## src/rtl/wstfd_pkg.sv

```systemverilog
// Shared types and constants for the WebSocket text frame deframer.
package wstfd_pkg;

  typedef enum logic [2:0] {
    PH_FIRST = 3'd0,
    PH_LEN   = 3'd1,
    PH_MASK  = 3'd2,
    PH_DATA  = 3'd3,
    PH_SKIP  = 3'd4
  } phase_t;

  typedef enum logic [1:0] {
    KIND_DATA   = 2'd0,
    KIND_DONE   = 2'd1,
    KIND_REJECT = 2'd2
  } kind_t;

  localparam logic [7:0] FIN_MASK    = 8'h80;
  localparam logic [7:0] OPCODE_MASK = 8'h0F;
  localparam logic [7:0] OPCODE_TEXT = 8'h01;
  localparam logic [7:0] LEN_MASK    = 8'h7F;

  localparam int QDEPTH   = 4;
  localparam int QADDR_W  = $clog2(QDEPTH);
  localparam int QCOUNT_W = $clog2(QDEPTH + 1);

  typedef struct packed {
    kind_t       kind;
    logic [7:0]  data;
    logic [7:0]  key;
    logic        last;
    logic [6:0]  length;
  } cmd_t;

endpackage

```

## src/rtl/wstfd_front.sv

```systemverilog
// Header parser that classifies each received byte and issues output commands.
module wstfd_front #(
  parameter int MAX_SHORT_LENGTH = 125
) (
  input  logic              clk,
  input  logic              rst,
  input  logic              in_valid,
  input  logic              in_accept,
  input  logic [7:0]        in_byte,
  input  logic              in_last,
  output logic              cmd_push,
  output wstfd_pkg::cmd_t   cmd
);

  localparam logic [6:0] LenMax = 7'(MAX_SHORT_LENGTH);

  wstfd_pkg::phase_t phase, phase_next;
  logic [7:0] key_bytes [4];
  logic [6:0] declared_length, declared_length_next;
  logic [6:0] payload_index, payload_index_next;
  logic [1:0] header_index, header_index_next;
  logic       key_write;
  logic [6:0] len_field;
  logic       fin;

  assign len_field = in_byte[6:0] & wstfd_pkg::LEN_MASK[6:0];
  assign fin = ({1'b0, payload_index} + 8'd1) >= {1'b0, declared_length};

  always_ff @(posedge clk) begin
    if (rst) begin
      phase           <= wstfd_pkg::PH_FIRST;
      declared_length <= '0;
      payload_index   <= '0;
      header_index    <= '0;
    end else begin
      phase           <= phase_next;
      declared_length <= declared_length_next;
      payload_index   <= payload_index_next;
      header_index    <= header_index_next;
    end
  end

  always_ff @(posedge clk) begin
    if (key_write) begin
      key_bytes[header_index] <= in_byte;
    end
  end

  always_comb begin
    wstfd_pkg::phase_t next;
    next                 = phase;
    phase_next           = phase;
    declared_length_next = declared_length;
    payload_index_next   = payload_index;
    header_index_next    = header_index;
    key_write            = 1'b0;
    cmd_push             = 1'b0;
    cmd.kind             = wstfd_pkg::KIND_REJECT;
    cmd.data             = '0;
    cmd.key              = '0;
    cmd.last             = 1'b1;
    cmd.length           = '0;
    if (in_valid && in_accept) begin
      case (phase)
        wstfd_pkg::PH_LEN: begin
          if (len_field > LenMax || in_last) begin
            cmd_push = 1'b1;
            next     = wstfd_pkg::PH_SKIP;
          end else begin
            declared_length_next = len_field;
            header_index_next    = '0;
            next                 = wstfd_pkg::PH_MASK;
          end
        end
        wstfd_pkg::PH_MASK: begin
          key_write = 1'b1;
          if (header_index == 2'd3) begin
            payload_index_next = '0;
            if (declared_length == '0) begin
              cmd_push = 1'b1;
              cmd.kind = wstfd_pkg::KIND_DONE;
              next     = wstfd_pkg::PH_SKIP;
            end else if (in_last) begin
              cmd_push = 1'b1;
              next     = wstfd_pkg::PH_SKIP;
            end else begin
              next = wstfd_pkg::PH_DATA;
            end
          end else if (in_last) begin
            cmd_push = 1'b1;
            next     = wstfd_pkg::PH_SKIP;
          end else begin
            header_index_next = header_index + 2'd1;
            next              = wstfd_pkg::PH_MASK;
          end
        end
        wstfd_pkg::PH_DATA: begin
          cmd_push = 1'b1;
          if (in_last && !fin) begin
            next = wstfd_pkg::PH_SKIP;
          end else begin
            cmd.kind           = wstfd_pkg::KIND_DATA;
            cmd.data           = in_byte;
            cmd.key            = key_bytes[payload_index[1:0]];
            cmd.last           = fin;
            cmd.length         = declared_length;
            payload_index_next = payload_index + 7'd1;
            next               = fin ? wstfd_pkg::PH_SKIP : wstfd_pkg::PH_DATA;
          end
        end
        wstfd_pkg::PH_SKIP: begin
          next = wstfd_pkg::PH_SKIP;
        end
        default: begin
          if ((in_byte & wstfd_pkg::FIN_MASK) == wstfd_pkg::FIN_MASK &&
              (in_byte & wstfd_pkg::OPCODE_MASK) == wstfd_pkg::OPCODE_TEXT &&
              !in_last) begin
            next = wstfd_pkg::PH_LEN;
          end else begin
            cmd_push = 1'b1;
            next     = wstfd_pkg::PH_SKIP;
          end
        end
      endcase
      phase_next = in_last ? wstfd_pkg::PH_FIRST : next;
    end
  end

endmodule

```

## src/rtl/wstfd_queue.sv

```systemverilog
// Short command queue between the header parser and the output stage.
module wstfd_queue (
  input  logic              clk,
  input  logic              rst,
  input  logic              push,
  input  wstfd_pkg::cmd_t   push_cmd,
  input  logic              pop,
  output wstfd_pkg::cmd_t   head,
  output logic              empty,
  output logic              full
);

  wstfd_pkg::cmd_t entries [wstfd_pkg::QDEPTH];
  logic [wstfd_pkg::QADDR_W-1:0]  wr_ptr;
  logic [wstfd_pkg::QADDR_W-1:0]  rd_ptr;
  logic [wstfd_pkg::QCOUNT_W-1:0] count;
  logic do_push;
  logic do_pop;

  assign empty   = (count == '0);
  assign full    = (count == wstfd_pkg::QCOUNT_W'(wstfd_pkg::QDEPTH));
  assign do_push = push && !full;
  assign do_pop  = pop && !empty;
  assign head    = entries[rd_ptr];

  always_ff @(posedge clk) begin
    if (rst) begin
      wr_ptr <= '0;
      rd_ptr <= '0;
      count  <= '0;
    end else begin
      if (do_push) begin
        wr_ptr <= wr_ptr + 1'b1;
      end
      if (do_pop) begin
        rd_ptr <= rd_ptr + 1'b1;
      end
      case ({do_push, do_pop})
        2'b10:   count <= count + 1'b1;
        2'b01:   count <= count - 1'b1;
        default: count <= count;
      endcase
    end
  end

  always_ff @(posedge clk) begin
    if (do_push) begin
      entries[wr_ptr] <= push_cmd;
    end
  end

endmodule

```

## src/rtl/wstfd_back.sv

```systemverilog
// Output stage that unmasks payload bytes and holds each result beat.
module wstfd_back (
  input  logic              clk,
  input  logic              rst,
  input  wstfd_pkg::cmd_t   head,
  input  logic              empty,
  output logic              pop,
  output logic              out_valid,
  input  logic              out_ready,
  output logic [1:0]        out_kind,
  output logic [7:0]        out_byte,
  output logic              out_end,
  output logic [6:0]        out_length
);

  logic load;

  assign load = !empty && (!out_valid || out_ready);
  assign pop  = load;

  always_ff @(posedge clk) begin
    if (rst) begin
      out_valid <= 1'b0;
    end else if (load) begin
      out_valid <= 1'b1;
    end else if (out_ready) begin
      out_valid <= 1'b0;
    end
  end

  always_ff @(posedge clk) begin
    if (load) begin
      out_kind   <= head.kind;
      out_byte   <= head.data ^ head.key;
      out_end    <= head.last;
      out_length <= head.length;
    end
  end

endmodule

```

## src/rtl/websocket_text_frame_deframer_core.sv

```systemverilog
// Top level of the WebSocket text frame deframer.
// The block takes one beat per cycle on the slave side and checks the text
// frame header, stores the four mask bytes and returns each payload byte
// unmasked; an empty frame gives one completion beat and a bad header or a
// chunk that ends early gives one rejection beat. A result passes through a
// four-entry command queue and an output register, and the input keeps flowing
// at one beat per cycle until that queue fills while the master side stalls.
module websocket_text_frame_deframer_core #(
  parameter int MAX_SHORT_LENGTH = 125
) (
  input  logic        clk,
  input  logic        rst,
  input  logic        s_tvalid,
  output logic        s_tready,
  input  logic [7:0]  s_tdata,  // [7:0] in_byte
  input  logic        s_tlast,
  output logic        m_tvalid,
  input  logic        m_tready,
  output logic [15:0] m_tdata,  // [7:0] out_byte, [14:8] out_length, [15] zero
  output logic        m_tlast,
  output logic [1:0]  m_tuser   // [1:0] out_kind
);

  wstfd_pkg::cmd_t cmd;
  wstfd_pkg::cmd_t head;
  logic cmd_push;
  logic q_empty;
  logic q_full;
  logic q_pop;
  logic [7:0] out_byte;
  logic [6:0] out_length;

  assign s_tready = !q_full;

  wstfd_front #(
    .MAX_SHORT_LENGTH(MAX_SHORT_LENGTH)
  ) u_front (
    .clk       (clk),
    .rst       (rst),
    .in_valid  (s_tvalid),
    .in_accept (s_tready),
    .in_byte   (s_tdata),
    .in_last   (s_tlast),
    .cmd_push  (cmd_push),
    .cmd       (cmd)
  );

  wstfd_queue u_queue (
    .clk      (clk),
    .rst      (rst),
    .push     (cmd_push),
    .push_cmd (cmd),
    .pop      (q_pop),
    .head     (head),
    .empty    (q_empty),
    .full     (q_full)
  );

  wstfd_back u_back (
    .clk        (clk),
    .rst        (rst),
    .head       (head),
    .empty      (q_empty),
    .pop        (q_pop),
    .out_valid  (m_tvalid),
    .out_ready  (m_tready),
    .out_kind   (m_tuser),
    .out_byte   (out_byte),
    .out_end    (m_tlast),
    .out_length (out_length)
  );

  assign m_tdata = {1'b0, out_length, out_byte};

endmodule

```

## config.mk

```make
export PLATFORM = sky130hd
export DESIGN_NAME = websocket_text_frame_deframer_core
export DESIGN_NICKNAME = d
export VERILOG_FILES = /design/src/rtl/wstfd_pkg.sv /design/src/rtl/wstfd_front.sv /design/src/rtl/wstfd_queue.sv /design/src/rtl/wstfd_back.sv /design/src/rtl/websocket_text_frame_deframer_core.sv
export SDC_FILE = /design/constraint.sdc
export NUM_CORES = 1
export LEC_CHECK = 0
export BUFFER_PORTS_ARGS = -buffer_cell sky130_fd_sc_hd__buf_2
export CAP_MARGIN = 0
export CORE_MARGIN = 10
export CORE_UTILIZATION = 63
export CTS_BUF_LIST = sky130_fd_sc_hd__clkbuf_8
export DETAILED_ROUTE_END_ITERATION = 8
export HOLD_SLACK_MARGIN = 0.06
export PLACE_DENSITY = 0.87
export SETUP_SLACK_MARGIN = 0.02
export SYNTH_ARGS = -nofsm -noshare
export SYNTH_HDL_FRONTEND = slang
export SYNTH_SLANG_ARGS = --single-unit
```

## constraint.sdc

```tcl
create_clock -name clk -period 4.3 [get_ports clk]
set_clock_uncertainty 0.2 [all_clocks]
set_input_delay 0.645 -clock clk [delete_from_list [all_inputs] [get_ports clk]]
set_output_delay 0.645 -clock clk [all_outputs]
set_load 0.01 [all_outputs]
```

==> results of run 1 <==
-- metal layers --
layer	track usage, %	share of wire [%]
met4	5.42	1.3
met5	0	0
met2	27.2	50
met1	20.9	43
met3	5.23	6.1
-- flip-flops by register name, indices dropped and copies added (netlist names), 2 cells and up, named ones only --
| name | flops |
|---|---|
| u_front.declared_length | 7 |
| u_front.phase | 3 |
| u_front.key_bytes | 32 |
| u_queue.count | 3 |
| u_back.out_kind | 2 |
| u_queue.wr_ptr | 2 |
| u_queue.rd_ptr | 2 |
| u_front.header_index | 2 |
| u_queue.entries | 104 |
| u_front.payload_index | 7 |
| u_back.out_length | 7 |
| u_back.out_byte | 8 |
-- power by group through the flow --
stage / sequential, W / combinational (W) / clock [W]
global route: 0.00231 / 0.000803 / 0.00116
detailed placement: 0.00233 / 0.000741 / 0
global placement: 0.00232 / 0.000714 / 0
floorplan: 0.00235 / 0.000467 / 0
CTS: 0.00229 / 0.000745 / 0.00109
finish: 0.00229 / 0.000724 / 0.00106
-- cells in the final DEF (no fill, tap or decap), types with 5 or more instances in the layout --
| cell type | count |
|---|---|
| a21oi_1 | 9 |
| and2_1 | 23 |
| and2_2 | 5 |
| and3_1 | 6 |
| buf_2 | 32 |
| clkbuf_8 | 19 |
| clkinvlp_4 | 7 |
| dfxtp_1 | 31 |
| edfxtp_1 | 154 |
| ha_1 | 17 |
| inv_1 | 21 |
| mux2i_1 | 8 |
| mux4_2 | 26 |
| nand2_1 | 17 |
| nor2_1 | 26 |
| nor3_1 | 6 |
| o21ai_0 | 6 |
| xnor2_1 | 5 |
| xor2_1 | 38 |
-- cell families (layout without fill, tap and decap cells) --
family	after synthesis	count (layout)
buffers and inverters	34	85
AO/OA/AOI/OAI	41	41
flip-flops	185	185
multiplexers	34	34
AND/OR/NAND/NOR	107	107
other	1	1
XOR/XNOR	43	43
adder cells (fa/ha/maj)	19	19
-- through the flow --
| stage | setup WS (ps) | area, um2 | std cells | hold slack, ps |
|---|---|---|---|---|
| 3_5_place_dp | 1030 | 7890 | 630 | 294 |
| 4_1_cts | 997 | 8260 | 662 | 243 |
| 2_1_floorplan | 935 | 7610 | 464 | 265 |
| 6_report | 966 | 8260 | 662 | 268 |
| 5_1_grt | 739 | 8260 | 662 | 251 |
| 3_3_place_gp | 1160 | 7890 | 630 | 260 |
-- path summary, 6_finish.rpt --
kind	startpoint	to	slack (ps)	cells past startpoint
setup / recovery	u_front.payload_index[0]$_SDFFE_PP0N_	flop	970	10
hold / removal	s_tdata[0]	u_front.key_bytes[0][0]$_DFFE_PP_	270	1
setup reg to reg	u_front.payload_index[0]$_SDFFE_PP0N_	flop	970	10
hold reg to reg	u_front.header_index[1]$_SDFFE_PP0P_	u_front.header_index[1]$_SDFFE_PP0P_	300	2
-- layout make-up --
class / instances / area (um2)
flip-flops and latches: 185 / 5250
fillers: 755 / 3660
multi-input cells: 245 / 2210
clock buffers: 19 / 262
well taps: 147 / 184
repair buffers: 34 / 175
clock inverters: 13 / 108
inverters: 19 / 71.3
==> out/qor.yml, run 1 <==
status:
  outcome: "finished, final reports clean"
place:
  io_buffers: 32
  dp_hpwl_um: 8810
  gp_congestion: 0.923
power_and_ir_drop:
  clkPwrFrac_pct: 26.1
  power_w: 0.00407
  seqPwrFrac_pct: 56.1
  pwr-share-comb_pct: 17.8
  peakVddDrop_mv: 0.260
  power.switching_w: 0.00108
  sw_frac_of_total_pct: 26.5
  p_leak_nw: 2.97
  power.density_nw_per_um2: 494
  intPower_w: 0.00300
logic_synthesis:
  synth_edf_count: 154
  syn_area_per_cell_um2: 16.4
  synth_area_leader_cell: "edfxtp_1"
  syn_area_um2: 7610
  synth-simple-area-share_pct: 8.01
  synthArstFlopShare_pct: 0
  synth-seq-area-share_pct: 69.0
  synth_top_area_share_pct: 60.8
  synthXorXnorAreaFrac_pct: 4.95
  synth_compound_area_share_pct: 4.06
  synthCells: 464
  synthTopCellsByArea: "edfxtp_1 61%, dfxtp_1 8.2%, mux4_2 7.7%"
  synth-warning-count: 0
  synthTopCellsByCount: "154 x edfxtp_1, 38 x xor2_1, 31 x dfxtp_1"
  synth_top_family_by_area: "multiplexers"
  synth_cell_type_count: 57
  ys_ff_latch: 185
  yosysMostFrequentCell: "edfxtp_1"
  synth-adder-area-share_pct: 3.19
  synth-main-ff-cell: "edfxtp_1"
  synthMuxAreaShare_pct: 8.75
  syn_nets: 495
clock_tree:
  cts_buffers: 17
  clock-root-buffer: "clkbuf_8"
  cts-hold-fix-buffers: 0
  clk_latency_ps: 450
  cts_tree: "yes"
  post_cts_buffers: 0
  clock_path_buffers: 2
  post_cts_resize_count: 0
  cts_sinks: 185
  clk_pin_slew_ps: 90
  cts_htree_levels: 4
setup_path:
  critPathMaxStageDelay_ps: 520
  crit_path_end_kind: "flop"
  path_max_fanout: 9
  cp_slowest_cell: "nor4_4"
  critical_path_required_ps: 4430
  cp.arrival_ps: 3460
  crit_buf_inv: 0
  path_cells: "ha_1 -> nand3_1 -> nor2_1 -> xor2_1 -> ha_1 -> a21oi_1 -> o21ai_0 -> nor4_4 -> nor2_1 -> a211oi_1"
  cp_top_family: "simple AND/OR/NAND/NOR gates"
  worstSetupStartpointType: "flop"
  critical_path_class: "reg2reg"
timing:
  fin_setup_tns_ps: 0
  rsz0062_at_grt: "false"
  timing.fmax_mhz: 300
  drv_slew: 0
  min_period_ps: 3330
  hold_viol_final: 0
  finalSetupViolCount: 0
  period_share_pct: 77.5
  relSlewSlack_pct: 38.0
  tightest_slew_ps: 928
finish:
  drive_gt1_share_pct: 20.8
  syn_to_final_growth_pct: 8.54
  postLayoutCoreUtil_pct: 69.3
  diodes: 0
  fin_nets: 533
drt:
  drt_iter0_drc: 288
  wire_per_inst_um: 19.9
  drt-total-wl_um: 13200
  drcViolationCount: 0
  vias_per_cell: 5.93
  drtAntennaViolNets: 0
  dr.pass1.iters: 4
  via_count: 3928
global_routing:
  grt_max_degree: 27
  antenna_found_initial: 0
  grt_overflow: 0
  grt_pass1_wl_um: 21300
  grt_pass1_vias: 4121
  groute.usage.overall_pct: 16.7
floorplan:
  core_area_um2: 11900
  die-area_um2: 16900
  die_h_um: 130
  dieWidth_um: 130
  rows: 40
  io-pin-count: 34
  start_util_pct: 63.9
job:
  cap_violations: 0
min_path:
  hold_class: "in2reg"
Note: power is estimated with default switching activity, not from simulation.
==> run 2, diff against run 1 <==
--- a/config.mk
+++ b/config.mk
@@ -8,11 +8,11 @@
 export BUFFER_PORTS_ARGS = -buffer_cell sky130_fd_sc_hd__buf_2
 export CAP_MARGIN = 0
 export CORE_MARGIN = 10
-export CORE_UTILIZATION = 63
+export CORE_UTILIZATION = 57
 export CTS_BUF_LIST = sky130_fd_sc_hd__clkbuf_8
 export DETAILED_ROUTE_END_ITERATION = 8
 export HOLD_SLACK_MARGIN = 0.06
-export PLACE_DENSITY = 0.87
+export PLACE_DENSITY = 0.84
 export SETUP_SLACK_MARGIN = 0.02
 export SYNTH_ARGS = -nofsm -noshare
 export SYNTH_HDL_FRONTEND = slang
==> constraint.sdc (replaced) <==
create_clock -name clk -period 3 [get_ports clk]
set_clock_uncertainty 0.2 [all_clocks]
set_input_delay 0.45 -clock clk [delete_from_list [all_inputs] [get_ports clk]]
set_output_delay 0.45 -clock clk [all_outputs]
set_load 0.01 [all_outputs]
==> out/qor.yml, run 2 (same netlist as run 1, synthesis figures left out) <==
clock_tree:
  cts_htree_levels: 4  # unchanged
  clk_pin_slew_ps: 90  # about the same
  clock-root-buffer: "clkbuf_8"  # unchanged
  cts_tree: "yes"  # unchanged
  cts_buffers: 17  # unchanged
  cts_sinks: 185  # unchanged
  clk_latency_ps: 460  # was 450 ps
  clock_path_buffers: 2  # unchanged
setup_path:
  r2r_setup_slack_ps: 130  # was 970 ps
  critical_path_class: "reg2reg"  # unchanged
  crit_start: "u_front.declared_length[5]$_SDFFE_PP0P_"  # was u_front.payload_index[0]$_SDFFE_PP0N_
  worstSetupStartpointType: "flop"  # unchanged
  path_max_fanout: 3  # was 9
  critical_path_required_ps: 3200  # was 4430 ps
  r2r_cells: 11  # was 10
  cp.arrival_ps: 3070  # was 3460 ps
  r2r-start: "u_front.declared_length[5]$_SDFFE_PP0P_"  # was u_front.payload_index[0]$_SDFFE_PP0N_
  crit_end: "u_queue.count[2]$_SDFFE_PP0P_"
  crit_path_end_kind: "flop"  # unchanged
  regToRegEndpoint: "u_queue.count[2]$_SDFFE_PP0P_"
power_and_ir_drop:
  power_w: 0.00592  # was 0.00407 W
  power.density_nw_per_um2: 690  # was 494 nW/um2
  seqPwrFrac_pct: 54.8  # was 56.1%
  clkPwrFrac_pct: 25.7  # was 26.1%
  sw_frac_of_total_pct: 26.4  # was 26.5%
  pwr-share-comb_pct: 19.5  # was 17.8%
  peakVddDrop_mv: 0.546  # was 0.260 mV
  intPower_w: 0.00436  # was 0.00300 W
  power.switching_w: 0.00156  # was 0.00108 W
  p_leak_nw: 3.13  # was 2.97 nW
place:
  dp_hpwl_um: 8830  # was 8810 um
  placed_cell_area_um2: 8130  # was 7890 um2
  io_buffers: 32  # unchanged
  gp_congestion: 0.872  # was 0.923
  dp.cells: 678  # was 630
drt:
  dr.pass1.iters: 5  # was 4
  drt_iter0_drc: 285  # was 288
  drtAntennaViolNets: 0  # unchanged
  wire_per_inst_um: 18.3  # was 19.9 um
  drt-total-wl_um: 13100  # was 13200 um
  vias_per_cell: 5.58  # was 5.93
  via_count: 3995  # was 3928
  drcViolationCount: 0  # unchanged
global_routing:
  groute.usage.overall_pct: 15.1  # was 16.7%
  grt_pass1_wl_um: 21500  # was 21300 um
  grt_max_degree: 27  # unchanged
  grt_overflow: 0  # unchanged
  antenna_found_initial: 0  # unchanged
  grt_pass1_vias: 4104  # was 4121
finish:
  fin_area_um2: 8580  # was 8260 um2
  fin_nets: 558  # was 533
  largest-register: "u_queue.entries"  # unchanged
  syn_to_final_growth_pct: 12.8  # was 8.54%
  layout_common_cells: "154 x edfxtp_1, 38 x xor2_1, 32 x buf_2, 26 x mux4_2, 26 x dfxtp_1"  # was 154 x edfxtp_1, 38 x xor2_1, 32 x buf_2, 31 x dfxtp_1
  postLayoutCoreUtil_pct: 65.3  # was 69.3%
  top_regs: "u_queue.entries (104), u_front.key_bytes (32), u_back.out_byte (8)"  # unchanged
  drive_gt1_share_pct: 25.9  # was 20.8%
  final_common_cell: "edfxtp_1"  # unchanged
  largest_reg_flops: 104  # unchanged
  final_cells: 716  # was 662
  diodes: 0  # unchanged
floorplan:
  core_area_um2: 13100  # was 11900 um2
  rows: 42  # was 40
  start_util_pct: 57.9  # was 63.9%
  die-area_um2: 18400  # was 16900 um2
  die_h_um: 136  # was 130 um
  io-pin-count: 34  # unchanged
  dieWidth_um: 136  # was 130 um
timing:
  rsz0062_at_grt: "true"  # was false
  min_period_ps: 2870  # was 3330 ps
  drv_slew: 0  # unchanged
  finalSetupViolCount: 0  # unchanged
  hold_ws_ps: 87.4  # was 268 ps
  hold_viol_final: 0  # unchanged
  relSlewSlack_pct: 55.1  # was 38.0%
  period_share_pct: 95.6  # was 77.5%
  timing.fmax_mhz: 349  # was 300 MHz
  tightest_slew_ps: 666  # was 928 ps
min_path:
  hold_start: "s_tdata[3]"  # was s_tdata[0]
  hold_class: "in2reg"  # unchanged
status:
  outcome: "finished, final reports clean"  # unchanged
job:
  cap_violations: 0  # unchanged
==> run 2: routing by layer <==
| layer | vias up | part of all wire [%] | GRT usage, % |
|---|---|---|---|
| met2 | 100 | 48 | 23.9 |
| met5 | - | 0 | 0 |
| met1 | 2015 | 45 | 19.7 |
| li1 | 1860 | - | - |
| met4 | 0 | 1.6 | 5.68 |
| met3 | 20 | 4.9 | 4.12 |
==> run 2: critical path, cell delays in order (launching register included) <==
cell	delay, ps
dfxtp_1	320
or4_4	560
nor4_4	320
o21ai_2	130
a211oi_4	250
inv_2	70
ha_4	170
inv_2	50
fa_2	180
xor2_1	70
or3_1	360
a21oi_2	130
==> run 2: timing repair <==
| action | CTS | global route |
|---|---|---|
| endpoints found under the setup margin | 1 | 107 |
| setup buffers | 0 | 3 |
| pin swaps | 1 | 6 |
| resized for setup | 1 | 14 |
| hold endpoints to repair | 9 | 0 |
| hold buffers | 3 | 0 |
==> run 2: layout make-up <==
type | count | area, um2
inverter | 19 | 71.3
timing repair buffer | 59 | 433
clock buffer | 19 | 262
clock inverter | 13 | 106
sequential | 185 | 5250
multi-input combinational | 245 | 2240
tap | 176 | 220
fill | 911 | 4550
==> run 2: per-stage QoR <==
| step | TNS [ps] | worst slack [ps] |
|---|---|---|
| finish | 0 | 131 |
| detailed placement | -4.61 | -4.61 |
| global placement | 0 | 152 |
| global route | -31.4 | -8.42 |
| CTS | 0 | 23.3 |
| floorplan | 0 | 118 |
==> run 2: worst min-delay path by stage <==
stage                                                end  cells after the start  slack [ps]
global placement           u_back.out_valid$_SDFFE_PP0P_                      2         270
floorplan           u_front.header_index[1]$_SDFFE_PP0P_                      2         260
detailed placement         u_back.out_valid$_SDFFE_PP0P_                      2         280
global route           u_front.key_bytes[1][3]$_DFFE_PP_                      1          70
finish                 u_front.key_bytes[3][3]$_DFFE_PP_                      1          90
CTS                    u_front.key_bytes[1][3]$_DFFE_PP_                      1          60
==> run 2: power by group through the flow <==
stage | combinational, W | clock (W) | sequential, W
5_1_grt | 0.00127 | 0.00166 | 0.00327
4_1_cts | 0.00115 | 0.00155 | 0.00325
3_5_place_dp | 0.00114 | 0 | 0.00331
3_3_place_gp | 0.00111 | 0 | 0.00329
2_1_floorplan | 0.000674 | 0 | 0.00336
6_report | 0.00115 | 0.00152 | 0.00325
